==> config.mk <==
export PLATFORM = sky130hd
export DESIGN_NAME = pebre_ctrl
export DESIGN_NICKNAME = d
export VERILOG_FILES = /design/src/rtl/assert_macros.svh /design/src/rtl/pebre_pkg.sv /design/src/rtl/pebre_ctrl.sv
export SDC_FILE = /design/constraint.sdc
export NUM_CORES = 1
export LEC_CHECK = 0
export BUFFER_PORTS_ARGS = -buffer_cell sky130_fd_sc_hd__buf_4
export CAP_MARGIN = 5
export CORE_MARGIN = 3
export CORE_UTILIZATION = 44
export CTS_CLUSTER_DIAMETER = 60
export DETAILED_ROUTE_END_ITERATION = 16
export PLACE_DENSITY = 0.82
export REMOVE_ABC_BUFFERS = 1
export SYNTH_ARGS = -nofsm -noshare
export SYNTH_HDL_FRONTEND = slang
export SYNTH_SLANG_ARGS = --single-unit
==> constraint.sdc <==
create_clock -name clk -period 1.75 [get_ports clk]
set_clock_uncertainty 0.2 [all_clocks]
set_input_delay 0.0875 -clock clk [delete_from_list [all_inputs] [get_ports clk]]
set_output_delay 0.0875 -clock clk [all_outputs]
set_load 0.005 [all_outputs]
==> src/rtl/assert_macros.svh <==
// Assertion macros used by the top-level RTL file of the page bitmap engine.
`ifndef ASSERT_MACROS_SVH
`define ASSERT_MACROS_SVH

// Same-cycle implication, checked on every clock edge outside reset.
`define PEBRE_ASSERT_NOW(label, ante, cons) \
  label: assert property (@(posedge clk) disable iff (!rst_n) (ante) |-> (cons)) \
    else $error("pebre assertion failed");

// Next-cycle implication, checked on every clock edge outside reset.
`define PEBRE_ASSERT_NEXT(label, ante, cons) \
  label: assert property (@(posedge clk) disable iff (!rst_n) (ante) |=> (cons)) \
    else $error("pebre assertion failed");

`endif

==> src/rtl/pebre_pkg.sv <==
// Package: constants, codes, payload and control types of the page bitmap engine.
package pebre_pkg;

  // Address space and page geometry
  localparam int ADDR_BITS  = 32;
  localparam int PAGE_BITS  = 12;
  localparam int FIELD_W    = 32;
  localparam int END_W      = 33;
  localparam int WIDE_W     = ((ADDR_BITS > 34) ? ADDR_BITS : 34) + 2;
  localparam int PAGE_IDX_W = ADDR_BITS - PAGE_BITS;
  localparam int PAGE_W     = PAGE_IDX_W + 1;

  // Bitmap storage: one row holds the bits of 2^LOG_ROW pages
  localparam int LOG_ROW   = 6;
  localparam int ROW_BITS  = 1 << LOG_ROW;
  localparam int ROW_IDX_W = PAGE_IDX_W - LOG_ROW;
  localparam int ROWS      = 1 << ROW_IDX_W;

  localparam logic [WIDE_W-1:0] SPACE_SIZE = WIDE_W'(1) << ADDR_BITS;
  localparam logic [WIDE_W-1:0] PAGE_MASK  = (WIDE_W'(1) << PAGE_BITS) - WIDE_W'(1);

  // Command codes
  localparam logic [1:0] CMD_QUERY = 2'd0;
  localparam logic [1:0] CMD_SET   = 2'd1;
  localparam logic [1:0] CMD_CLEAR = 2'd2;
  localparam logic [1:0] CMD_REMAP = 2'd3;

  // Status codes
  localparam logic [1:0] STAT_OK       = 2'd0;
  localparam logic [1:0] STAT_MISALIGN = 2'd1;
  localparam logic [1:0] STAT_OVERLAP  = 2'd2;
  localparam logic [1:0] STAT_SPACE    = 2'd3;

  // Query answers
  localparam logic [1:0] EXEC_CLEAR = 2'd0;
  localparam logic [1:0] EXEC_SET   = 2'd1;
  localparam logic [1:0] EXEC_MIXED = 2'd2;

  typedef struct packed {
    logic [1:0]         cmd;
    logic [FIELD_W-1:0] start_addr;
    logic [FIELD_W-1:0] length;
    logic [FIELD_W-1:0] new_start_addr;
    logic [FIELD_W-1:0] new_length;
  } in_item_t;

  typedef struct packed {
    logic [1:0]         status;
    logic [1:0]         exec_state;
    logic               invalidate;
    logic [FIELD_W-1:0] inval_start;
    logic [END_W-1:0]   inval_end;
    logic               last;
  } out_item_t;

  // Page ranges the walker can be pointed at
  typedef enum logic [2:0] {
    R_S_L,    // old region
    R_S_ML,   // old start, shorter of both lengths
    R_NS_NL,  // new region
    R_NE_OE,  // shrunk tail
    R_OE_NE   // grown tail
  } rng_sel_t;

  // Invalidation ranges that can be recorded
  typedef enum logic [1:0] {
    I_S_OE,
    I_NS_NE,
    I_NE_OE,
    I_OE_NE
  } inv_sel_t;

  typedef enum logic [2:0] {
    C_IDLE, C_PREP, C_CHECK, C_RUN_A, C_RUN_B, C_RUN_C, C_SEND0, C_SEND1
  } ctrl_state_t;

  typedef enum logic [2:0] {
    W_CLEAR, W_IDLE, W_READ, W_MOD, W_DONE
  } walk_state_t;

  typedef struct packed {
    logic     start;
    logic     query;
    logic     val;
    rng_sel_t rng;
  } walk_cmd_t;

  typedef struct packed {
    logic ready;
    logic done;
    logic any_set;
    logic any_clr;
    logic changed;
  } walk_stat_t;

  typedef struct packed {
    logic       latch;
    logic       prep;
    logic       set_stat;
    logic [1:0] stat_code;
    logic       set_exec;
    logic [1:0] exec_code;
    logic       rec_inv;
    inv_sel_t   inv_sel;
    logic       out_idx;
  } dp_cmd_t;

  typedef struct packed {
    logic [1:0] cmd;
    logic       misalign;
    logic       oos_old;
    logic       oos_new;
    logic       overlap;
    logic       same_start;
    logic       ne_le_oe;
    logic [1:0] n_inv;
  } dp_stat_t;

  // Page-aligned end of a byte range
  function automatic logic [WIDE_W-1:0] align_end(input logic [WIDE_W-1:0] a,
                                                  input logic [WIDE_W-1:0] b);
    logic [WIDE_W-1:0] sum;
    sum = a + b + PAGE_MASK;
    return sum & ~PAGE_MASK;
  endfunction

  // Page number of a byte address
  function automatic logic [PAGE_W-1:0] page_of(input logic [WIDE_W-1:0] a);
    logic [WIDE_W-1:0] sh;
    sh = a >> PAGE_BITS;
    return sh[PAGE_W-1:0];
  endfunction

endpackage

==> src/rtl/pebre_ctrl.sv <==
// Controller: sequences checks, bitmap walks and result transactions per command.
module pebre_ctrl
  import pebre_pkg::*;
(
  input  logic       clk,
  input  logic       rst_n,
  input  logic       in_valid,
  output logic       in_ready,
  output logic       out_valid,
  input  logic       out_ready,
  input  walk_stat_t wstat,
  input  dp_stat_t   dstat,
  output walk_cmd_t  wcmd,
  output dp_cmd_t    dcmd
);

  ctrl_state_t state_r, state_nxt;
  logic        b_clear_r, b_clear_nxt;
  logic [1:0]  qcode;
  logic        set1;

  assign qcode = (wstat.any_set && wstat.any_clr) ? EXEC_MIXED :
                 wstat.any_set ? EXEC_SET : EXEC_CLEAR;
  assign set1  = qcode == EXEC_SET;

  always_comb begin
    state_nxt   = state_r;
    b_clear_nxt = b_clear_r;
    in_ready    = 1'b0;
    out_valid   = 1'b0;
    wcmd        = '{start: 1'b0, query: 1'b0, val: 1'b0, rng: R_S_L};
    dcmd        = '{latch: 1'b0, prep: 1'b0, set_stat: 1'b0, stat_code: STAT_OK,
                    set_exec: 1'b0, exec_code: EXEC_CLEAR, rec_inv: 1'b0,
                    inv_sel: I_S_OE, out_idx: 1'b0};
    unique case (state_r)
      C_IDLE: begin
        in_ready = wstat.ready;
        if (in_valid && wstat.ready) begin
          dcmd.latch = 1'b1;
          state_nxt  = C_PREP;
        end
      end
      C_PREP: begin
        dcmd.prep = 1'b1;
        state_nxt = C_CHECK;
      end
      // Reject or launch the first walk
      C_CHECK: begin
        state_nxt = C_RUN_A;
        if (dstat.cmd != CMD_REMAP) begin
          if (dstat.oos_old) begin
            dcmd.set_stat  = 1'b1;
            dcmd.stat_code = STAT_SPACE;
            state_nxt      = C_SEND0;
          end else begin
            wcmd.start = 1'b1;
            wcmd.query = dstat.cmd == CMD_QUERY;
            wcmd.val   = dstat.cmd == CMD_SET;
            wcmd.rng   = R_S_L;
          end
        end else if (dstat.misalign) begin
          dcmd.set_stat  = 1'b1;
          dcmd.stat_code = STAT_MISALIGN;
          state_nxt      = C_SEND0;
        end else if (dstat.oos_old || dstat.oos_new) begin
          dcmd.set_stat  = 1'b1;
          dcmd.stat_code = STAT_SPACE;
          state_nxt      = C_SEND0;
        end else if (dstat.same_start) begin
          wcmd.start = 1'b1;
          wcmd.query = !dstat.ne_le_oe;
          wcmd.rng   = dstat.ne_le_oe ? R_NE_OE : R_S_L;
        end else if (dstat.overlap) begin
          dcmd.set_stat  = 1'b1;
          dcmd.stat_code = STAT_OVERLAP;
          state_nxt      = C_SEND0;
        end else begin
          wcmd.start = 1'b1;
          wcmd.query = 1'b1;
          wcmd.rng   = R_S_ML;
        end
      end
      C_RUN_A: begin
        if (wstat.done) begin
          if (dstat.cmd != CMD_REMAP) begin
            dcmd.set_exec  = dstat.cmd == CMD_QUERY;
            dcmd.exec_code = qcode;
            dcmd.rec_inv   = (dstat.cmd == CMD_CLEAR) && wstat.changed;
            dcmd.inv_sel   = I_S_OE;
            state_nxt      = C_SEND0;
          end else if (dstat.same_start && dstat.ne_le_oe) begin
            dcmd.rec_inv = wstat.changed;
            dcmd.inv_sel = I_NE_OE;
            state_nxt    = C_SEND0;
          end else begin
            // copy the all-set state, else clear the new pages
            wcmd.start  = 1'b1;
            wcmd.val    = set1;
            wcmd.rng    = dstat.same_start ? R_OE_NE : R_NS_NL;
            b_clear_nxt = !set1;
            state_nxt   = C_RUN_B;
          end
        end
      end
      C_RUN_B: begin
        if (wstat.done) begin
          dcmd.rec_inv = b_clear_r && wstat.changed;
          dcmd.inv_sel = dstat.same_start ? I_OE_NE : I_NS_NE;
          if (dstat.same_start) begin
            state_nxt = C_SEND0;
          end else begin
            wcmd.start = 1'b1;
            wcmd.rng   = R_S_L;
            state_nxt  = C_RUN_C;
          end
        end
      end
      C_RUN_C: begin
        if (wstat.done) begin
          dcmd.rec_inv = wstat.changed;
          dcmd.inv_sel = I_S_OE;
          state_nxt    = C_SEND0;
        end
      end
      C_SEND0: begin
        out_valid = 1'b1;
        if (out_ready) begin
          state_nxt = (dstat.n_inv == 2'd2) ? C_SEND1 : C_IDLE;
        end
      end
      C_SEND1: begin
        out_valid    = 1'b1;
        dcmd.out_idx = 1'b1;
        if (out_ready) begin
          state_nxt = C_IDLE;
        end
      end
      default: state_nxt = C_IDLE;
    endcase
  end

  always_ff @(posedge clk) begin
    if (!rst_n) begin
      state_r   <= C_IDLE;
      b_clear_r <= 1'b0;
    end else begin
      state_r   <= state_nxt;
      b_clear_r <= b_clear_nxt;
    end
  end

endmodule

; Yosys cells after proc, flatten, opt, wreduce, memory -nomap -nowiden
; Index checks and enable logic that the tools add are counted.
[classes]
bitwise = 2
muxes = 67
n_eq_ne = 18
reduce_logical = 13
[op_table]
columns = operator, n
row1 = 2-to-1 mux 3 bit, 29
row2 = 2-to-1 mux 2 bit, 13
row3 = one-hot mux 3 bit (8 select lines), 1
row4 = 2-to-1 mux 1 bit, 15
row5 = inequality test 2 bit (second input constant), 7
row6 = == test 3 bit (second input constant), 4
row7 = 2-to-1 mux 4 bit, 3
row8 = 2-to-1 mux 6 bit, 2
row9 = one-hot mux 3 bit (3 select lines), 1
row10 = == test 3 x 2 -> 1 bit (second input constant), 2
row11 = one-hot mux 3 bit (2 select lines), 1
row12 = AND reduction 6 bit, 1
row13 = logical AND 1 bit, 5
row14 = == test 2 x 1 -> 1 bit (second input constant), 2
row15 = == test 2 bit (second input constant), 2
row16 = AND reduction 4 bit, 1
row17 = == test 3 x 1 -> 1 bit (second input constant), 1
row18 = zero test 3 bit, 1
row19 = one-hot mux 1 bit (3 select lines), 1
row20 = zero test 1 bit, 2
row21 = zero test 2 bit, 1
row22 = NOT 1 bit, 2
row23 = one-hot mux 1 bit (2 select lines), 1
row24 = OR reduction 2 bit, 1
row25 = logical OR 1 bit, 1
[totals]
register_bits = 4
word_cells = 102

; Longest topological paths before layout
[logic_depth]
word_depth = 7
depth_mapped = 6
mapped_depth_nobuf = 4

; Least setup slack after synthesis
; Ideal clock, no wire load.
[synth_path]
path_kind = flip-flop to flip-flop
startpoint = register state_r[1]
endpoint = register state_r[0]
n_path_buf = 2
required_ps = 1428
setup_slack_ps = 400
setup_time_ps = 122
arrival_ps = 1027
period_less_slack_ps = 1350
stages_incl_launch_ff = 6
path_cell_list = dfxtp_1 > buf_2 > buf_6 > and3b_1 > o31ai_1 > a21oi_1
[synth_between]
elab_chain_cells = 3
[synth_rtl]
columns = element, line
row1 = from (decl), pebre_ctrl.sv:17  ; ctrl_state_t state_r, state_nxt;
row2 = from (signal assigned), pebre_ctrl.sv:147  ; state_r <= state_nxt;
row3 = "== test 3 bit, or another cell as far along", pebre_ctrl.sv:35  ; unique case (state_r)
row4 = inequality test 2 bit (no line), -
row5 = AND reduction 6 bit (no line), -
; Several ways; a longest one is shown, not always the timed one.
; A chain may end at the register's enable or synchronous reset.

==> out/metrics.sh <==
SYNTH.YOSYS.SEQ_AREA_SHARE_PCT=11.15
AREA.GROWTH.SYNTH_TO_FINAL_PCT=48.96
POST-SYNTH-TOP-AREA-CELL='dfxtp_1'
SYNTHCELLS=103
NUMBER_OF_FLOPS_MAPPED_TO_ENABLE_CELLS_BY_YOSYS=0
POSTROUTEWIRELENGTH_UM=2384
CTS_BUFFERS=3
DP_CELLS=153
NUMBER_OF_ANTENNA_VIOLATIONS_AT_THE_FIRST_CHECK_IN_GLOBAL_ROUTING=0
MAPPEDNETLISTAREA_UM2=718.2
TIMING.FINAL.CRIT_SHARE_PCT=97.31
PLACEMENT.SETUP.WORST_SLACK_NS=0.1777
CLOCK-SINKS=4
TIMING.CRITICAL_PATH.CELLS='inv_2, nand3_4, or3_4, o21ai_1, buf_4'
TIMING.FINAL.HOLD_VIOLATIONS=1
START_UTIL_PCT=50.75
WIRE_LENGTH_OF_THE_FIRST_GLOBAL_ROUTING_PASS_UM=3629
BOUNDARYPINS=39
CRITICAL-PATH-SLOWEST-CELL='dfxtp_4'
TIMING.CRITICAL_PATH.ARRIVAL_NS=1.42
GRT_PASS1_VIAS=831
POSTLAYOUTCOREUTIL_PCT=75.60
DRC=0
CRIT_REQUIRED_NS=1.46
SYNTH.TOP_CELLS.BY_COUNT='nor2_1, a21oi_1, nand2_1, inv_1'
ROW_COUNT=13
DP_HPWL_UM=1806
ROUTED-VIA-COUNT=932
PEAK_PER_STAGE_DELAY_ON_THE_CRITICAL_PATH_NS=0.37
FULL_DIE_AREA_UM2=2153
VDD_IR_DROP_MAX_uV=396.0
CTS_MAX_LEVEL=1
POWER_PER_CELL_AREA_nW_PER_UM2=719.5
FINAL_PERIOD_MINUS_WORST_SETUP_SLACK_NS=1.703
PLACEMENT.IO_BUFFERS=38
CLOCK_TREE.ROOT_CELL='clkbuf_4'
CP_TOP_FAMILY='simple AND/OR/NAND/NOR gates'
YOSYSMOSTFREQUENTCELL='nor2_1'
SYNTH.FF_LATCH_COUNT=4
INSERTION_DELAY_NS=0.24
FILLERS=107
SETUP_SLACK_NS=0.04711
YOSYSWARNINGS=0
AVGSYNTHCELLAREA_UM2=6.973
PIN_COUNT_OF_THE_BIGGEST_NET_ENTERING_GLOBAL_ROUTING=16
FIN_HOLD_WS_NS=-0.001058
FINAL_LAYOUT_SIZE_SUFFIX_GT1_SHARE_PCT=45.07
DRT-INITIAL-DRC-COUNT=29
GRT_USAGE_PCT=22.83
WORST_HOLD_CHECK_PATH_TYPE='in -> reg'
ANTENNA-DIODE-COUNT=0
VIAS_PER_CELL=5.936
YS_TYPES=46
DRT-PASS1-ITER-COUNT=4
VIOLATIONS='negative hold slack'
UNREPAIRED_SETUP_ENDPOINTS_AFTER_GLOBAL_ROUTING='false'
WORSTSETUPSTARTPOINTTYPE='register'
CRITPATHKIND='reg -> out'
FP.DIEH_UM=46.40
CLK_TRANSITION_REPORTED_PATHS_NS=0.04
MAX_CAP_VIOLATIONS=0
MAX-CLOCK-PATH-BUFFERS=2
NNETSFINAL=163
DETAIL-ROUTE-ANTENNA-NETS=0
SETUP_VIOL=0
FLOORPLAN.DIE.WIDTH_UM=46.40
YS.FLOP_TYPE='dfxtp_1'
SYNTH_ASYNC_SR_FLOP_SHARE_PCT=0
TIMING.SLEW.HEADROOM_PCT=76.33
WORST_PIN_SLEW_NS=0.3495
GRT_REMAINING_OVERFLOW=0
SLEW_VIOL_FINAL=0
CP_MAX_FO=7
GLOBALPLACE.CONGESTION=0.8983
WIRE_PER_INST_UM=15.18
CP.BUFFERS_INVERTERS=2
P_LEAK_nW=0.5166
STATUS='finished with violations'
CORE-AREA_UM2=1415
CLOCK_TREE_FROM_TRITONCTS='yes'
YS_TOP_CELLS_BY_AREA='dfxtp_1, a21oi_1, nor2_1'
POST_CTS.REPAIR.SETUP_BUFFERS=0
CRITICAL_PATH.ENDPOINT_TYPE='output port'
FMAXACHIEVABLE_MHz=587.2
FIN_CELLS=157
SYNTH.TOP_CELL.AREA_SHARE_PCT=11.15
[state kept, by name, indices dropped and copies added, names as in the netlist]
name and cells:
b_clear_r 1, state_r 3
[metrics by stage]
step / cell area (um2) / TNS, ns / power [mW] / hold WS (ns)
floorplan: 654.4 / -0.01954 / 0.3805 / 0.006096
global placement: 996.0 / 0 / 0.5851 / 0.1714
detailed placement: 996.0 / 0 / 0.5957 / 0.1760
CTS: 1044 / 0 / 0.7339 / 0.01280
global route: 1070 / 0 / 0.8127 / 0.03627
finish: 1070 / 0 / 0.7697 / -0.001058
[worst reg2reg max path, cell delays in order (launching register included)]
cell and delay [ns]:
dfxtp_4 0.37, buf_4 0.17, o311ai_1 0.37, o31ai_1 0.14
a21oi_1 0.18
[logic make-up (layout without fill, tap and decap cells)]
family                 count (synthesis)  in the layout  synth area share [%]
and+or+nand+nor                       49             49                 44.08
muxes                                  1              1                 1.394
DFF                                    4              4                 11.15
buffers and inverters                 17             56                 13.59
AOI/OAI and AO/OA                     32             32                 29.79
[placed cells by master, fill, tap and decap left out, types with 2 or more instances in the layout]
master and count:
nor3_1 5, o21ai_0 3, a21oi_1 9, nor4_1 2, a311oi_1 2, o21ai_1 5
and3b_1 2, inv_1 6, clkbuf_4 3, or3_4 2, a31oi_1 2, nand2_1 8
and2_1 2, dfxtp_4 2, buf_4 42, inv_2 2, nor2_1 12, nand3b_1 2
[routing by layer]
metal	GRT usage (%)	wire length (um)	up-vias
met4	7.386	14	0
met5	0	0	-
met2	38.74	1173	34
met3	1.563	132	2
li1	-	-	457
met1	30.11	1063	439
[where the power goes]
group | internal (mW) | switching [mW]
sequential | 0.120 | 0.0474
clock | 0.0771 | 0.0438
combinational | 0.230 | 0.252
total | 0.427 | 0.343
[cell type report]
class	count	area, um2	area share [%]
flip-flops and latches	4	88.84	8.304
multi-input cells	82	566.8	52.98
well taps	15	18.77	1.754
inverters	9	36.28	3.392
repair buffers	44	336.6	31.46
clock buffers	3	22.52	2.105
[worst paths after layout]
check / startpoint / to / slack [ns] / cells after the start
worst min register to register: b_clear_r / b_clear_r / 0.39 / 2
worst min-delay path: dstat[6] / state_r[0] / -0.001 / 3
worst max-delay path: state_r[0] / wcmd[5] / 0.05 / 5
worst max register to register: state_r[0] / state_r[0] / 0.25 / 4
[timing repair]
action | CTS | global route
cloned | 0 | 0
pin swaps | 0 | 1
hold endpoints to repair | 4 | 0
setup endpoints to repair | 4 | 3
gates resized for setup | 4 | 8
hold buffers | 1 | 0
Power figures use the tool's default switching activity.
