--- src/rtl/assert_macros.svh ---
// Assertion macros used by the top-level RTL file of the page bitmap engine.
`ifndef ASSERT_MACROS_SVH
`define ASSERT_MACROS_SVH

// Same-cycle implication, checked on every clock edge outside reset.
`define PEBRE_ASSERT_NOW(label, ante, cons) \
  label: assert property (@(posedge clk) disable iff (!rst_n) (ante) |-> (cons)) \
    else $error("pebre assertion failed");

// Next-cycle implication, checked on every clock edge outside reset.
`define PEBRE_ASSERT_NEXT(label, ante, cons) \
  label: assert property (@(posedge clk) disable iff (!rst_n) (ante) |=> (cons)) \
    else $error("pebre assertion failed");

`endif

--- src/rtl/pebre_pkg.sv ---
// Package: constants, codes, payload and control types of the page bitmap engine.
package pebre_pkg;

  // Address space and page geometry
  localparam int ADDR_BITS  = 32;
  localparam int PAGE_BITS  = 12;
  localparam int FIELD_W    = 32;
  localparam int END_W      = 33;
  localparam int WIDE_W     = ((ADDR_BITS > 34) ? ADDR_BITS : 34) + 2;
  localparam int PAGE_IDX_W = ADDR_BITS - PAGE_BITS;
  localparam int PAGE_W     = PAGE_IDX_W + 1;

  // Bitmap storage: one row holds the bits of 2^LOG_ROW pages
  localparam int LOG_ROW   = 6;
  localparam int ROW_BITS  = 1 << LOG_ROW;
  localparam int ROW_IDX_W = PAGE_IDX_W - LOG_ROW;
  localparam int ROWS      = 1 << ROW_IDX_W;

  localparam logic [WIDE_W-1:0] SPACE_SIZE = WIDE_W'(1) << ADDR_BITS;
  localparam logic [WIDE_W-1:0] PAGE_MASK  = (WIDE_W'(1) << PAGE_BITS) - WIDE_W'(1);

  // Command codes
  localparam logic [1:0] CMD_QUERY = 2'd0;
  localparam logic [1:0] CMD_SET   = 2'd1;
  localparam logic [1:0] CMD_CLEAR = 2'd2;
  localparam logic [1:0] CMD_REMAP = 2'd3;

  // Status codes
  localparam logic [1:0] STAT_OK       = 2'd0;
  localparam logic [1:0] STAT_MISALIGN = 2'd1;
  localparam logic [1:0] STAT_OVERLAP  = 2'd2;
  localparam logic [1:0] STAT_SPACE    = 2'd3;

  // Query answers
  localparam logic [1:0] EXEC_CLEAR = 2'd0;
  localparam logic [1:0] EXEC_SET   = 2'd1;
  localparam logic [1:0] EXEC_MIXED = 2'd2;

  typedef struct packed {
    logic [1:0]         cmd;
    logic [FIELD_W-1:0] start_addr;
    logic [FIELD_W-1:0] length;
    logic [FIELD_W-1:0] new_start_addr;
    logic [FIELD_W-1:0] new_length;
  } in_item_t;

  typedef struct packed {
    logic [1:0]         status;
    logic [1:0]         exec_state;
    logic               invalidate;
    logic [FIELD_W-1:0] inval_start;
    logic [END_W-1:0]   inval_end;
    logic               last;
  } out_item_t;

  // Page ranges the walker can be pointed at
  typedef enum logic [2:0] {
    R_S_L,    // old region
    R_S_ML,   // old start, shorter of both lengths
    R_NS_NL,  // new region
    R_NE_OE,  // shrunk tail
    R_OE_NE   // grown tail
  } rng_sel_t;

  // Invalidation ranges that can be recorded
  typedef enum logic [1:0] {
    I_S_OE,
    I_NS_NE,
    I_NE_OE,
    I_OE_NE
  } inv_sel_t;

  typedef enum logic [2:0] {
    C_IDLE, C_PREP, C_CHECK, C_RUN_A, C_RUN_B, C_RUN_C, C_SEND0, C_SEND1
  } ctrl_state_t;

  typedef enum logic [2:0] {
    W_CLEAR, W_IDLE, W_READ, W_MOD, W_DONE
  } walk_state_t;

  typedef struct packed {
    logic     start;
    logic     query;
    logic     val;
    rng_sel_t rng;
  } walk_cmd_t;

  typedef struct packed {
    logic ready;
    logic done;
    logic any_set;
    logic any_clr;
    logic changed;
  } walk_stat_t;

  typedef struct packed {
    logic       latch;
    logic       prep;
    logic       set_stat;
    logic [1:0] stat_code;
    logic       set_exec;
    logic [1:0] exec_code;
    logic       rec_inv;
    inv_sel_t   inv_sel;
    logic       out_idx;
  } dp_cmd_t;

  typedef struct packed {
    logic [1:0] cmd;
    logic       misalign;
    logic       oos_old;
    logic       oos_new;
    logic       overlap;
    logic       same_start;
    logic       ne_le_oe;
    logic [1:0] n_inv;
  } dp_stat_t;

  // Page-aligned end of a byte range
  function automatic logic [WIDE_W-1:0] align_end(input logic [WIDE_W-1:0] a,
                                                  input logic [WIDE_W-1:0] b);
    logic [WIDE_W-1:0] sum;
    sum = a + b + PAGE_MASK;
    return sum & ~PAGE_MASK;
  endfunction

  // Page number of a byte address
  function automatic logic [PAGE_W-1:0] page_of(input logic [WIDE_W-1:0] a);
    logic [WIDE_W-1:0] sh;
    sh = a >> PAGE_BITS;
    return sh[PAGE_W-1:0];
  endfunction

endpackage

--- src/rtl/pebre_dp.sv ---
// Datapath: command register, range arithmetic, checks and result registers.
module pebre_dp
  import pebre_pkg::*;
(
  input  logic              clk,
  input  logic              rst_n,
  input  in_item_t          in_item,
  input  dp_cmd_t           dcmd,
  input  rng_sel_t          rng,
  output dp_stat_t          dstat,
  output logic [PAGE_W-1:0] lo_page,
  output logic [PAGE_W-1:0] hi_page,
  output out_item_t         out_item
);

  in_item_t          in_r;
  logic [WIDE_W-1:0] oe_r, ne_r, qe_r, send_r, nsend_r;
  logic [1:0]        status_r, exec_r;
  logic [1:0]        n_inv_r;
  logic [FIELD_W-1:0] inv_s_r [2];
  logic [END_W-1:0]   inv_e_r [2];

  logic [WIDE_W-1:0]  s, l, ns, nl, mlen;
  logic [WIDE_W-1:0]  rec_s, rec_e;

  assign s    = WIDE_W'(in_r.start_addr);
  assign l    = WIDE_W'(in_r.length);
  assign ns   = WIDE_W'(in_r.new_start_addr);
  assign nl   = WIDE_W'(in_r.new_length);
  assign mlen = (l < nl) ? l : nl;

  // Range checks off the registered ends
  assign dstat.cmd        = in_r.cmd;
  assign dstat.misalign   = (|in_r.start_addr[PAGE_BITS-1:0]) ||
                            (|in_r.new_start_addr[PAGE_BITS-1:0]);
  assign dstat.oos_old    = (s >= SPACE_SIZE) || (oe_r > SPACE_SIZE);
  assign dstat.oos_new    = (ns >= SPACE_SIZE) || (ne_r > SPACE_SIZE);
  assign dstat.overlap    = !((send_r <= ns) || (nsend_r <= s));
  assign dstat.same_start = in_r.start_addr == in_r.new_start_addr;
  assign dstat.ne_le_oe   = ne_r <= oe_r;
  assign dstat.n_inv      = n_inv_r;

  // Page bounds for the walker
  always_comb begin
    lo_page = page_of(s);
    hi_page = page_of(oe_r);
    case (rng)
      R_S_L:   begin lo_page = page_of(s);    hi_page = page_of(oe_r); end
      R_S_ML:  begin lo_page = page_of(s);    hi_page = page_of(qe_r); end
      R_NS_NL: begin lo_page = page_of(ns);   hi_page = page_of(ne_r); end
      R_NE_OE: begin lo_page = page_of(ne_r); hi_page = page_of(oe_r); end
      R_OE_NE: begin lo_page = page_of(oe_r); hi_page = page_of(ne_r); end
      default: begin lo_page = page_of(s);    hi_page = page_of(oe_r); end
    endcase
  end

  // Invalidation range to record
  always_comb begin
    rec_s = s;
    rec_e = oe_r;
    case (dcmd.inv_sel)
      I_S_OE:  begin rec_s = s;    rec_e = oe_r; end
      I_NS_NE: begin rec_s = ns;   rec_e = ne_r; end
      I_NE_OE: begin rec_s = ne_r; rec_e = oe_r; end
      I_OE_NE: begin rec_s = oe_r; rec_e = ne_r; end
      default: begin rec_s = s;    rec_e = oe_r; end
    endcase
  end

  // Command payload and derived ends
  always_ff @(posedge clk) begin
    if (dcmd.latch) begin
      in_r <= in_item;
    end
    if (dcmd.prep) begin
      oe_r    <= align_end(s, l);
      ne_r    <= align_end(ns, nl);
      qe_r    <= align_end(s, mlen);
      send_r  <= s + l;
      nsend_r <= ns + nl;
    end
    if (dcmd.rec_inv) begin
      inv_s_r[n_inv_r[0]] <= rec_s[FIELD_W-1:0];
      inv_e_r[n_inv_r[0]] <= rec_e[END_W-1:0];
    end
  end

  // Result registers
  always_ff @(posedge clk) begin
    if (!rst_n) begin
      status_r <= STAT_OK;
      exec_r   <= EXEC_CLEAR;
      n_inv_r  <= 2'd0;
    end else if (dcmd.latch) begin
      status_r <= STAT_OK;
      exec_r   <= EXEC_CLEAR;
      n_inv_r  <= 2'd0;
    end else begin
      if (dcmd.set_stat) begin
        status_r <= dcmd.stat_code;
      end
      if (dcmd.set_exec) begin
        exec_r <= dcmd.exec_code;
      end
      if (dcmd.rec_inv) begin
        n_inv_r <= n_inv_r + 2'd1;
      end
    end
  end

  // Result transaction payload
  always_comb begin
    if (n_inv_r == 2'd0) begin
      out_item.status      = status_r;
      out_item.exec_state  = exec_r;
      out_item.invalidate  = 1'b0;
      out_item.inval_start = '0;
      out_item.inval_end   = '0;
      out_item.last        = 1'b1;
    end else begin
      out_item.status      = STAT_OK;
      out_item.exec_state  = EXEC_CLEAR;
      out_item.invalidate  = 1'b1;
      out_item.inval_start = inv_s_r[dcmd.out_idx];
      out_item.inval_end   = inv_e_r[dcmd.out_idx];
      out_item.last        = {1'b0, dcmd.out_idx} == (n_inv_r - 2'd1);
    end
  end

endmodule

--- config.mk ---
export PLATFORM = sky130hd
export DESIGN_NAME = pebre_dp
export DESIGN_NICKNAME = d
export VERILOG_FILES = /design/src/rtl/assert_macros.svh /design/src/rtl/pebre_pkg.sv /design/src/rtl/pebre_dp.sv
export SDC_FILE = /design/constraint.sdc
export NUM_CORES = 1
export LEC_CHECK = 0
export BUFFER_PORTS_ARGS = -buffer_cell sky130_fd_sc_hd__buf_4
export CAP_MARGIN = 20
export CORE_MARGIN = 2
export CORE_UTILIZATION = 54
export CTS_CLUSTER_SIZE = 20
export DETAILED_ROUTE_END_ITERATION = 7
export MAX_ROUTING_LAYER = met4
export PLACE_DENSITY_LB_ADDON = 0.3
export SLEW_MARGIN = 20
export SYNTH_ARGS = -nofsm -noshare
export SYNTH_HDL_FRONTEND = slang
export SYNTH_SLANG_ARGS = --single-unit
--- constraint.sdc ---
create_clock -name clk -period 4.7 [get_ports clk]
set_clock_uncertainty 0.05 [all_clocks]
set_input_delay 0.47 -clock clk [delete_from_list [all_inputs] [get_ports clk]]
set_output_delay 0.47 -clock clk [all_outputs]
set_load 0.01 [all_outputs]
; After elaboration in Yosys (flattened, before gate mapping)
; Memories as Yosys holds them, arrays and structs flattened.
; Cells that the tools add are included.
[classes]
n_addsub = 8
div = 0
reduce_logical = 13
order_cmp = 8
bitwise_logic = 1
n_mul = 0
shifts = 0
eq_ne = 9
mux = 8
[ops]
columns = cell, count
row1 = case mux 32 bit (4 select lines), 1
row2 = adder 32 x 32 -> 33 bit, 3
row3 = "adder 36 x 12 -> 36 bit, second input constant", 2
row4 = "greater-than comparator 36 x 33 -> 1 bit, second input constant", 2
row5 = <= comparator 36 x 32 -> 1 bit, 2
row6 = 2-to-1 mux 71 bit, 1
row7 = ">= comparator 32 x 33 -> 1 bit, second input constant", 2
row8 = case mux 33 bit (2 select lines), 1
row9 = case mux 21 bit (3 select lines), 1
row10 = case mux 21 bit (2 select lines), 1
row11 = <= comparator 36 bit, 1
row12 = "adder 33 x 12 -> 33 bit, second input constant", 1
row13 = == test 32 bit, 1
row14 = < comparator 32 bit, 1
row15 = 2-to-1 mux 32 bit, 1
row16 = OR reduction 12 bit, 2
row17 = OR reduction 2 bit, 4
row18 = "== test 3 x 2 -> 1 bit, second input constant", 2
row19 = "== test 2 bit, second input constant", 2
row20 = logical NOT 2 bit, 2
row21 = logical OR 1 bit, 4
row22 = "== test 3 x 1 -> 1 bit, second input constant", 1
row23 = "== test 3 bit, second input constant", 1
row24 = "adder 2 x 1 -> 2 bit, second input constant", 1
row25 = 6 further kinds, 7
[totals]
ram_bits = 130
latch_bits = 0
output_inout_bits = 123
mem_bits_ro = 0
in_bits = 147
register_bits = 277
elab_cells = 62
mem_count = 2
[memory_table]
columns = memory, words, word_bits, read_ports, rd_ports_with_merged_regs, write_ports, line
row1 = inv_e_r, 2, 33, 1, 0, 1, pebre_dp.sv:21  ; logic [END_W-1:0] inv_e_r [2];
row2 = inv_s_r, 2, 32, 1, 0, 1, pebre_dp.sv:20  ; logic [FIELD_W-1:0] inv_s_r [2];

; Logic depth before layout (Yosys ltp)
; Gate-level depths: netlist of run 1.
[depth]
depth_word = 4
depth_mapped = 24
mapped_depth_nobuf = 22

; Least setup slack after synthesis of run 1
; OpenSTA, ideal clock, no wires.
[synth_timing]
kind = register to register
from = register in_r[79] (netlist name)
to = register qe_r[29], data pin
setup_slack_ns = -0.566
setup_ns = 0.263
stages_incl_launch_ff = 24
arrival_time_ns = 4.953
required_time_ns = 4.387
path_buffers = 2
period_less_slack_ns = 5.266
cell_sequence = edfxtp_1 > ha_1 > nand4_1 > or2_0 > or4_1 > a41o_1 > and2_1 > buf_2 > clkbuf_1 > nor2_1 > a21oi_1 > ha_1 > inv_1 > ha_1 > a21o_1 > a21o_1 > a21o_1 > a21o_1 > a211oi_1 > o211ai_2 > a31oi_1 > nor2_1 > a311oi_1 > xnor2_1
[synth_between]
elab_chain_cells = 4
[synth_rtl]
columns = element, line
row1 = start: declaration, pebre_dp.sv:16  ; in_item_t in_r;
row2 = start signal: assignment, pebre_dp.sv:73  ; in_r <= in_item;
row3 = < comparator 32 bit, pebre_dp.sv:30  ; assign mlen = (l < nl) ? l : nl;
row4 = 2-to-1 mux 32 bit (*), pebre_dp.sv:30
row5 = adder 32 x 32 -> 33 bit (*), pebre_pkg.sv:123  ; sum = a + b + PAGE_MASK;
row6 = adder 33 x 12 -> 33 bit (*), pebre_pkg.sv:123
row7 = end signal: assignment, pebre_dp.sv:78  ; qe_r <= align_end(s, mlen);
row8 = end: declaration, pebre_dp.sv:17  ; logic [WIDE_W-1:0] oe_r, ne_r, qe_r, send_r, nsend_r;
; Mark *: on every way between the ends. The rest lies on a longest branch, timed or not.
; A chain may end at the register's enable or synchronous reset.

; Worst setup path after layout of run 1
[layout_timing]
from = register in_r[79] (netlist name)
to = register qe_r[20], data pin
; The elaborated chain is that of the path after synthesis.

==> results of run 1 <==
-- metrics by stage --
stage          util, %  power, mW  setup WS (ps)  std cells  hold WS, ps
2_1_floorplan        -      7.105         -56.36       2300        401.5
3_5_place_dp     62.90      8.794         -326.9       3264        430.3
3_3_place_gp     62.90      8.667         -213.2       3264        417.0
4_1_cts          67.30      12.09         -227.6       3392       0.2965
6_report         68.07      12.33         -153.7       3400        9.141
5_1_grt          68.07      12.93         -286.0       3400        2.445
-- how the worst max path moves through the flow --
stage / from / endpoint / slack [ps] / depth (start not counted)
2_1_floorplan: in_r[74]$_DFFE_PP_ / qe_r[20]$_DFFE_PP_ / -60 / 23
3_3_place_gp: in_r[29]$_DFFE_PP_ / qe_r[29]$_DFFE_PP_ / -210 / 24
3_5_place_dp: in_r[19]$_DFFE_PP_ / qe_r[29]$_DFFE_PP_ / -330 / 24
4_1_cts: in_r[79]$_DFFE_PP_ / qe_r[29]$_DFFE_PP_ / -230 / 23
5_1_grt: in_r[79]$_DFFE_PP_ / qe_r[29]$_DFFE_PP_ / -290 / 23
6_report: in_r[79]$_DFFE_PP_ / qe_r[20]$_DFFE_PP_ / -150 / 21
-- power groups by stage --
stage	combinational, mW	clock, mW	sequential [mW]
global route	4.82	3.36	4.75
floorplan	2.55	0	4.56
finish	4.42	3.18	4.73
CTS	4.17	3.22	4.70
global placement	3.92	0	4.75
detailed placement	4.03	0	4.76
-- metal layers --
metal  track usage (%)  vias to the layer above  wire (um)
met2             47.47                      974      33400
met4             9.886                        0       2272
met1             45.95                     9749      33220
met3             6.611                      133       7211
met5                 -                        -          0
li1                  -                     9572          -
-- state kept, by name, indices dropped and copies added (netlist names) --
| name | count |
|---|---|
| dstat | 2 |
| exec_r | 2 |
| in_r | 128 |
| inv_e_r | 42 |
| inv_s_r | 64 |
| n_inv_r | 2 |
| ne_r | 22 |
| nsend_r | 33 |
| oe_r | 22 |
| qe_r | 21 |
| send_r | 33 |
| status_r | 2 |
-- timing repair --
action,in CTS,in global routing
gates cloned,1,2
setup endpoints to repair,18,25
resized for setup,29,56
setup buffers,5,6
hold buffers,50,0
pin swaps,30,26
hold endpoints to repair,50,0
-- layout by cell type (no fill, tap or decap), drive strengths merged, types with 57 or more instances in the layout --
cell type,instances
buf,462
inv,194
xor2,62
mux2i,77
xnor2,57
nor2,170
nand2,184
ha,243
edfxtp,367
a21o,78
a21oi,116
o21ai,119
-- final cells by class --
| type | instances | area [sq um] |
|---|---|---|
| Fill cell | 3389 | 14400 |
| Sequential cell | 373 | 11140 |
| Clock buffer | 50 | 1102 |
| Timing Repair Buffer | 514 | 4099 |
| Tap cell | 600 | 750.7 |
| Multi-Input combinational cell | 1651 | 12670 |
| Inverter | 190 | 713.2 |
| Clock inverter | 22 | 212.7 |
-- kinds of logic (layout without fill, tap and decap cells) --
logic type / after synthesis / after routing
simple gates: 639 / 640
compound gates: 537 / 537
flops: 373 / 373
buf+inv: 277 / 776
fa+ha+maj: 245 / 245
xor+xnor: 119 / 119
mux: 98 / 98
other cells: 1 / 12
==> results.toml, run 1 <==
[synthesis]
synth.top_cell.area_share_pct = 45.00
avgSynthCellArea_sq_um = 10.70
synth.cell_area_sq_um = 24490
yosys-top-cells-area = "edfxtp_1 45%, ha_1 12%, mux2i_1 3.1%"
synth_cells = 2289
synth_simple_gate_area_share_pct = 12.99
synth_compound_area_share_pct = 15.10
synthXorXnorAreaFrac_pct = 4.256
async_flop_share_pct = 0
synth_commonest_cells = "367 x edfxtp_1, 243 x ha_1, 189 x inv_1"
yosysWarningCount = 0
synthMuxAreaShare_pct = 5.033
synth_top_family_by_area = "compound AO/OA/AOI/OAI gates"
yosysUniqueCellTypes = 94
synth_ff_type = "edfxtp_1"
yosysSeqAreaShare_pct = 45.49
synth.largest_area_cell = "edfxtp_1"
synth_adder_area_share_pct = 12.58
synth_enable_flop_cells = 367
yosysMostFrequentCell = "edfxtp_1"
ys_seq_elements = 373

[route]
drt_wl_total_um = 76110
wl_per_cell_um = 22.39
ant_nets = 0
avgViaCountPerCell = 6.008
dr.first_iter.drc_count = 2119
drc = 0
vias = 20428
first_pass_iters = 6

[clocking]
clockBufferDepth = 3
cts.clk_slew.worst_paths_ps = 60
htreeDepth = 2
cts-root-buf = "clkbuf_16"
cts_made_buffers = 41
cts.sinks = 373
cts_tree = "yes"
clock_latency_ps = 600

[run]
cap_violations = 0

[sta]
slew_headroom_pct = 29.13
fin_ws_ps = -153.7
maxSlewViolCount = 0
worst_pin_slew_ps = 1063
period_minus_slack_ps = 4854
min_period_over_period_pct = 103.3
finalSetupTns_ps = -779.6
fmax_mhz = 206.0
rsz0062_at_grt = "yes"
final-hold-violation-count = 0
final-setup-viol-count = 11

[outcome]
status = "finished with violations"
violations = "setup timing"

[placed_design]
dpl.hpwl_um = 59000
placed_area_sq_um = 28360
place_congestion = 1.021
io_buffers = 257

[power_and_ir_drop]
p_int_mw = 8.119
switching_share_pct = 34.13
power_switching_mw = 4.207
ir_drop_uv = 304.2
comb_power_share_pct = 35.9
seq_power_share_pct = 38.4
power_density_nw_per_um2 = 401.6
p_leak_nw = 13.45
p_clk_share_pct = 25.8

[min_path]
hp-start = "in_item[54]"
whs_path_depth = 1
worstHoldPathType = "primary input to flop"
holdPathEnd = "in_r[54]$_DFFE_PP_"

[global_route]
grt_pass1_vias = 19460
grt_pass1_wl_um = 112400
antenna_found_initial = 0
grt.total_usage_pct = 32.55
grt_max_degree = 81
grt-ovfl-total = 0

[critical_path]
path_cells = "ha_4 > nand4_1 > or2_1 > or4_4 > a41o_1 > and2_4 > nor2_4 > a21oi_2 > ha_1 > inv_2 > ha_4 > a21o_1 > a21o_1 > a21o_1 > a21o_1 > a211oi_4 > o211ai_4 > a31oi_4 > o21a_1 > nor4_1 > or3_1"
path_max_fanout = 6
crit_path_end_kind = "flop"
crit_buf_inv = 1
reg2reg_from = "in_r[79]$_DFFE_PP_"
critPathLaunchType = "flop"
r2r_slack_ps = -150
critical_path.top_delay_family = "compound AO/OA/AOI/OAI gates"
critPathKind = "flop to flop"
r2r_cells = 21
timing.rr.end = "qe_r[20]$_DFFE_PP_"
cp_slowest_cell = "edfxtp_1"
cp_data_required_time_ps = 4980
cp.arrival_ps = 5140
slowest_delay_ps = 430
crit_top_cell = "a21o_1"

[die]
start_util_pct = 54.31
rows = 78
dieHeight_um = 217.0
dieArea_sq_um = 47070
die_x_um = 217.0
core_region_area_sq_um = 45090
num_io_pins = 270

[layout]
diodes = 0
drive_gt1_share_pct = 22.89
finalNetCount = 3163
final_cell_area_sq_um = 30690
area_growth_pct = 25.33
(Power assumes the default switching activity.)
==> inputs of run 2 (changes only) <==
--- a/config.mk
+++ b/config.mk
@@ -8,7 +8,7 @@
 export BUFFER_PORTS_ARGS = -buffer_cell sky130_fd_sc_hd__buf_4
 export CAP_MARGIN = 20
 export CORE_MARGIN = 2
-export CORE_UTILIZATION = 54
+export CORE_UTILIZATION = 25
 export CTS_CLUSTER_SIZE = 20
 export DETAILED_ROUTE_END_ITERATION = 7
 export MAX_ROUTING_LAYER = met4
==> run 2 against run 1 <==
Net effect:
- the flow still finishes with violations (setup timing)
- sequential power hardly changed
- clock power is 17% higher
- first-iteration DRC count shrank 28%
- clock-buffer cell count fell by 1
- non-clock buffer count rose by 111
- critical endpoint is now qe_r[29]$_DFFE_PP_
==> results.toml, run 2 (synthesis gave the netlist of run 1 again) <==
[outcome]
status = "finished with violations"
violations = "setup timing"

[clocking]
htreeDepth = 2
cts.clk_slew.worst_paths_ps = 60
clockBufferDepth = 3
cts-root-buf = "clkbuf_16"
cts_tree = "yes"
cts_made_buffers = 47
clock_latency_ps = 600
cts.sinks = 373

[route]
avgViaCountPerCell = 4.772
wl_per_cell_um = 20.79
vias = 20066
drt_wl_total_um = 87420
ant_nets = 0
drc = 0
dr.first_iter.drc_count = 1527
first_pass_iters = 7

[critical_path]
cp_data_required_time_ps = 4990
crit_path_end_kind = "flop"
crit_buf_inv = 3
reg2reg_from = "in_r[79]$_DFFE_PP_"
path_cells = "ha_4 > nand4_1 > or2_0 > or4_1 > a41o_1 > and2_4 > buf_6 > a21oi_2 > ha_2 > inv_2 > ha_4 > a21o_1 > a21o_1 > a21o_1 > a21o_1 > a211oi_2 > o211ai_2 > a31oi_4 > buf_12 > nor2_1 > a311oi_1 > xnor2_1"
slowest_delay_ps = 430
critical_path.top_delay_family = "compound AO/OA/AOI/OAI gates"
path_max_fanout = 6
r2r_slack_ps = -210
cp-startpoint = "in_r[79]$_DFFE_PP_"
critPathKind = "flop to flop"
cp.arrival_ps = 5200
critPathLaunchType = "flop"
crit_top_cell = "a21o_1"
cp_slowest_cell = "edfxtp_1"

[layout]
drive_gt1_share_pct = 23.09
final_cell_mix = "492 x buf_4, 367 x edfxtp_1, 236 x ha_1, 186 x inv_1, 183 x nand2_1"
area_growth_pct = 33.29
final_cell_area_sq_um = 32640
largest_register = "in_r"
finalNetCount = 3280
multi_input_area_sq_um = 12540
largest_reg_flops = 128
final_common_cell = "buf_4"
final-seq-area_sq_um = 11140
n_fill_cell = 9880

[sta]
rsz0062_at_grt = "yes"
fmax_mhz = 203.7
slew_headroom_pct = 28.78
final-setup-viol-count = 13
hold_ws_ps = 30.21
fin_ws_ps = -209.4
final-hold-violation-count = 0
worst_pin_slew_ps = 1064
maxSlewViolCount = 0
period_minus_slack_ps = 4909
finalSetupTns_ps = -1178
min_period_over_period_pct = 104.5

[placed_design]
io_buffers = 257
place_congestion = 0.8874
dpl.hpwl_um = 69690
placed_area_sq_um = 29500

[global_route]
grt_max_degree = 132
grt_pass1_wl_um = 126900
antenna_found_initial = 6
grt-ovfl-total = 0
grt.total_usage_pct = 17.60
grt_pass1_vias = 19605

[die]
dieArea_sq_um = 100500
start_util_pct = 25.28
num_io_pins = 270
rows = 114
core_region_area_sq_um = 96850
dieHeight_um = 317.0
die_x_um = 317.0

[power_and_ir_drop]
ir_drop_uv = 235.9
power_density_nw_per_um2 = 398.0
p_leak_nw = 14.05

[min_path]
worstHoldPathType = "primary input to flop"
hp-start = "in_item[10]"

[run]
cap_violations = 0
[run 2: changes by cell type in the layout (fill, tap and decap cells not counted), sizes merged]
cell | previous run | this run
clkbuf | 52 | 49
inv | 194 | 193
clkinv | 14 | 22
diode | 0 | 6
dlygate4sd3 | 50 | 122
buf | 462 | 503
clkinvlp | 1 | 3
bufinv | 3 | 7
[run 2: power breakdown]
part / internal (mW) / switching (mW)
Combinational: 2.07 / 2.49
Sequential: 4.29 / 0.410
Clock: 2.21 / 1.52
[run 2: metal layers]
metal | GRT usage [%] | routed length, um | vias up
met5 | - | 0 | -
met4 | 5.210 | 2624 | 0
met3 | 2.178 | 4473 | 125
met2 | 26.95 | 38720 | 581
met1 | 24.29 | 41600 | 9568
li1 | - | - | 9792
[run 2: stage by stage]
step / cells / setup WS [ps] / power, mW / util [%]
floorplan: 2300 / -56.36 / 7.105 / -
global placement: 3978 / -325.6 / 9.003 / 30.46
detailed placement: 3978 / -356.5 / 9.022 / 30.46
CTS: 4192 / -211.0 / 12.99 / 33.49
global route: 4205 / -457.4 / 13.73 / 33.70
finish: 4205 / -209.4 / 12.99 / 33.70
[run 2: layout make-up]
type | instances | share of cell area [%]
Tap cell | 1276 | 4.891
Clock inverter | 35 | 1.150
Multi-Input combinational cell | 1651 | 38.43
Clock buffer | 49 | 3.626
Inverter | 190 | 2.185
Timing Repair Buffer | 625 | 15.54
Antenna cell | 6 | 0.04600
Sequential cell | 373 | 34.13
[run 2: worst register-to-register path, delay by kind of cell, from the launching register on]
kind,cells,cell delay (ps)
AO/OA/AOI/OAI,10,1940
XOR/XNOR,1,130
adder cells (fa/ha/maj),3,710
buffers and inverters,3,320
flip-flops,1,430
AND/OR/NAND/NOR,5,1070
[run 2: what timing repair did]
item | in CTS | in global routing
hold buffers | 122 | 0
endpoints found under the hold margin | 122 | 0
setup endpoints to repair | 19 | 26
buffers inserted | 7 | 8
gates resized for setup | 21 | 32
cloned | 1 | 0
pin swaps | 11 | 23
[run 2: path summary, 6_finish.rpt]
kind / endpoint / cells past startpoint
setup reg to reg: qe_r[29]$_DFFE_PP_ / 22
setup / recovery: qe_r[29]$_DFFE_PP_ / 22
hold / removal: in_r[10]$_DFFE_PP_ / 1
hold reg to reg: status_r[1]$_SDFFE_PP0P_ / 2
==> inputs of run 3 (changes only) <==
--- a/config.mk
+++ b/config.mk
@@ -8,7 +8,7 @@
 export BUFFER_PORTS_ARGS = -buffer_cell sky130_fd_sc_hd__buf_4
 export CAP_MARGIN = 20
 export CORE_MARGIN = 2
-export CORE_UTILIZATION = 25
+export CORE_UTILIZATION = 45
 export CTS_CLUSTER_SIZE = 20
 export DETAILED_ROUTE_END_ITERATION = 7
 export MAX_ROUTING_LAYER = met4
==> run 3 against run 2 <==
Net effect:
- the run still ends with setup timing left
- largest power group unchanged
- global-route usage is 11 points higher
- cell area decreased by 3.9%
- setup slack gained 110 ps
- highest routed layer unchanged
- hold slack got worse by 2.0 ps
- final cell count is 15% lower
- clock-buffer cell count fell by 3
- non-clock buffer count shrank 49
- critical path type unchanged
- flip-flop and latch count is the same
==> results.toml, run 3 (synthesis gave the netlist of run 1 again) <==
[critical_path]
cp_slowest_cell = "edfxtp_1"
path_max_fanout = 5
path_depth = 23
crit_path_end_kind = "flop"
r2r_slack_ps = -100
timing.rr.end = "qe_r[29]$_DFFE_PP_"
r2r_cells = 23
crit_top_cell = "ha_4"
cp.arrival_ps = 5090
cp_data_required_time_ps = 4990
critPathKind = "flop to flop"
reg2reg_from = "in_r[78]$_DFFE_PP_"
crit_buf_inv = 4
slowest_delay_ps = 440
crit_end = "qe_r[29]$_DFFE_PP_"
critical_path.top_delay_family = "compound AO/OA/AOI/OAI gates"
critPathLaunchType = "flop"
path_cells = "ha_4 > nand4_1 > or2_1 > or4_1 > a41o_1 > and2_4 > buf_6 > a21oi_1 > ha_2 > inv_1 > ha_4 > and3b_1 > o21a_1 > o21ai_1 > buf_4 > nand2_1 > a211oi_2 > o211ai_2 > a31oi_4 > buf_12 > nor2_4 > a311oi_2 > xnor2_1"
cp-startpoint = "in_r[78]$_DFFE_PP_"

[power_and_ir_drop]
seq_power_share_pct = 38.3
switching_share_pct = 33.96
power_switching_mw = 4.220
ir_drop_uv = 296.3
p_leak_nw = 13.72
p_int_mw = 8.207
p_clk_share_pct = 26.5
comb_power_share_pct = 35.2
power_density_nw_per_um2 = 396.1
p_total_mw = 12.43

[die]
dieHeight_um = 237.3
num_io_pins = 270
start_util_pct = 45.51
core_region_area_sq_um = 53810
dieArea_sq_um = 56300
rows = 85
die_x_um = 237.3

[outcome]
status = "finished with violations"
violations = "setup timing"

[sta]
hold_ws_ps = 28.17
maxSlewViolCount = 0
min_period_over_period_pct = 102.2
worst_pin_slew_ps = 917.0
slew_headroom_pct = 38.87
fin_ws_ps = -101.1
final-hold-violation-count = 0
period_minus_slack_ps = 4801
final-setup-viol-count = 9
fmax_mhz = 208.3
rsz0062_at_grt = "yes"

[placed_design]
placed_area_sq_um = 28450
dp_cells = 3359
place_congestion = 1.001
dpl.hpwl_um = 61540
io_buffers = 257
pre_cts_ws_ps = -508.0

[clocking]
cts_tree = "yes"
cts_made_buffers = 43
cts.clk_slew.worst_paths_ps = 60
cts-root-buf = "clkbuf_16"
htreeDepth = 2
cts.sinks = 373
clockBufferDepth = 3
clock_latency_ps = 590

[layout]
n_fill_cell = 4501
finalNetCount = 3227
final_cell_area_sq_um = 31370
drive_gt1_share_pct = 22.07
largest_reg_flops = 128
final_common_cell = "buf_4"
instances_no_fill = 3560
largest_register = "in_r"
diodes = 0
area_growth_pct = 28.12
final_cell_mix = "455 x buf_4, 367 x edfxtp_1, 234 x ha_1, 185 x inv_1, 184 x nand2_1"

[global_route]
antenna_found_initial = 1
grt_pass1_vias = 19639
grt_pass1_wl_um = 115900
grt-ovfl-total = 0
grt_max_degree = 100
grt.total_usage_pct = 28.12

[route]
drt_wl_total_um = 78270
ant_nets = 0
first_pass_iters = 6
dr.first_iter.drc_count = 1924
vias = 20417
wl_per_cell_um = 21.99
avgViaCountPerCell = 5.735
drc = 0

[run]
cap_violations = 0

[min_path]
worstHoldPathType = "primary input to flop"
-- run 3: routing by layer --
metal	part of all wire, %	global-route usage (%)	wire length, um
met2	44	42.61	34650
met3	7.8	4.111	6127
met4	2.9	8.062	2237
met5	0	-	0
met1	45	39.40	35250
-- run 3: how the worst min path moves through the flow --
| stage | from | depth (start not counted) | to |
|---|---|---|---|
| final | in_item[25] | 1 | in_r[25]$_DFFE_PP_ |
| after global routing | in_item[25] | 1 | in_r[25]$_DFFE_PP_ |
| after CTS | in_item[34] | 1 | in_r[34]$_DFFE_PP_ |
| after detailed placement | exec_r[1]$_SDFFE_PP0P_ | 2 | exec_r[1]$_SDFFE_PP0P_ |
| after global placement | exec_r[1]$_SDFFE_PP0P_ | 2 | exec_r[1]$_SDFFE_PP0P_ |
| after floorplan | exec_r[0]$_SDFFE_PP0P_ | 2 | exec_r[0]$_SDFFE_PP0P_ |
-- run 3: through the flow --
| step | utilization [%] | TNS, ps |
|---|---|---|
| 2_1_floorplan | - | -83.34 |
| 3_3_place_gp | 52.86 | -4781 |
| 3_5_place_dp | 52.86 | -5950 |
| 4_1_cts | 57.83 | -1352 |
| 5_1_grt | 58.30 | -3363 |
| 6_report | 58.30 | -440.8 |
-- run 3: cell type report --
class	count	area, sq um	share of cell area [%]
multi-input cells	1651	12600	40.17
flip-flops and latches	373	11140	35.51
repair buffers	576	4674	14.90
clock buffers	46	1109	3.533
well taps	696	870.8	2.776
inverters	190	713.2	2.273
clock inverters	28	262.8	0.8375
-- run 3: power by group through the flow --
stage	sequential, mW	combinational (mW)	clock [mW]
finish	4.76	4.37	3.29
global route	4.78	4.79	3.47
CTS	4.74	4.21	3.34
detailed placement	4.80	4.01	0
global placement	4.79	3.91	0
floorplan	4.56	2.55	0
-- run 3: worst register-to-register path, cell delays in order (launching register included) --
cell	delay, ps
edfxtp_1	440
ha_4	300
nand4_1	100
or2_1	250
or4_1	410
a41o_1	240
and2_4	190
buf_6	130
a21oi_1	160
ha_2	190
inv_1	60
ha_4	210
and3b_1	160
o21a_1	160
o21ai_1	130
buf_4	140
nand2_1	60
a211oi_2	220
o211ai_2	190
a31oi_4	200
buf_12	140
nor2_4	40
a311oi_2	310
xnor2_1	100
-- run 3: what timing repair did --
item	CTS	global route
gates cloned	0	2
hold buffers	109	2
setup buffers	7	8
setup endpoints to repair	21	25
pin swaps	23	29
resized for setup	40	34
hold endpoints to repair	109	2
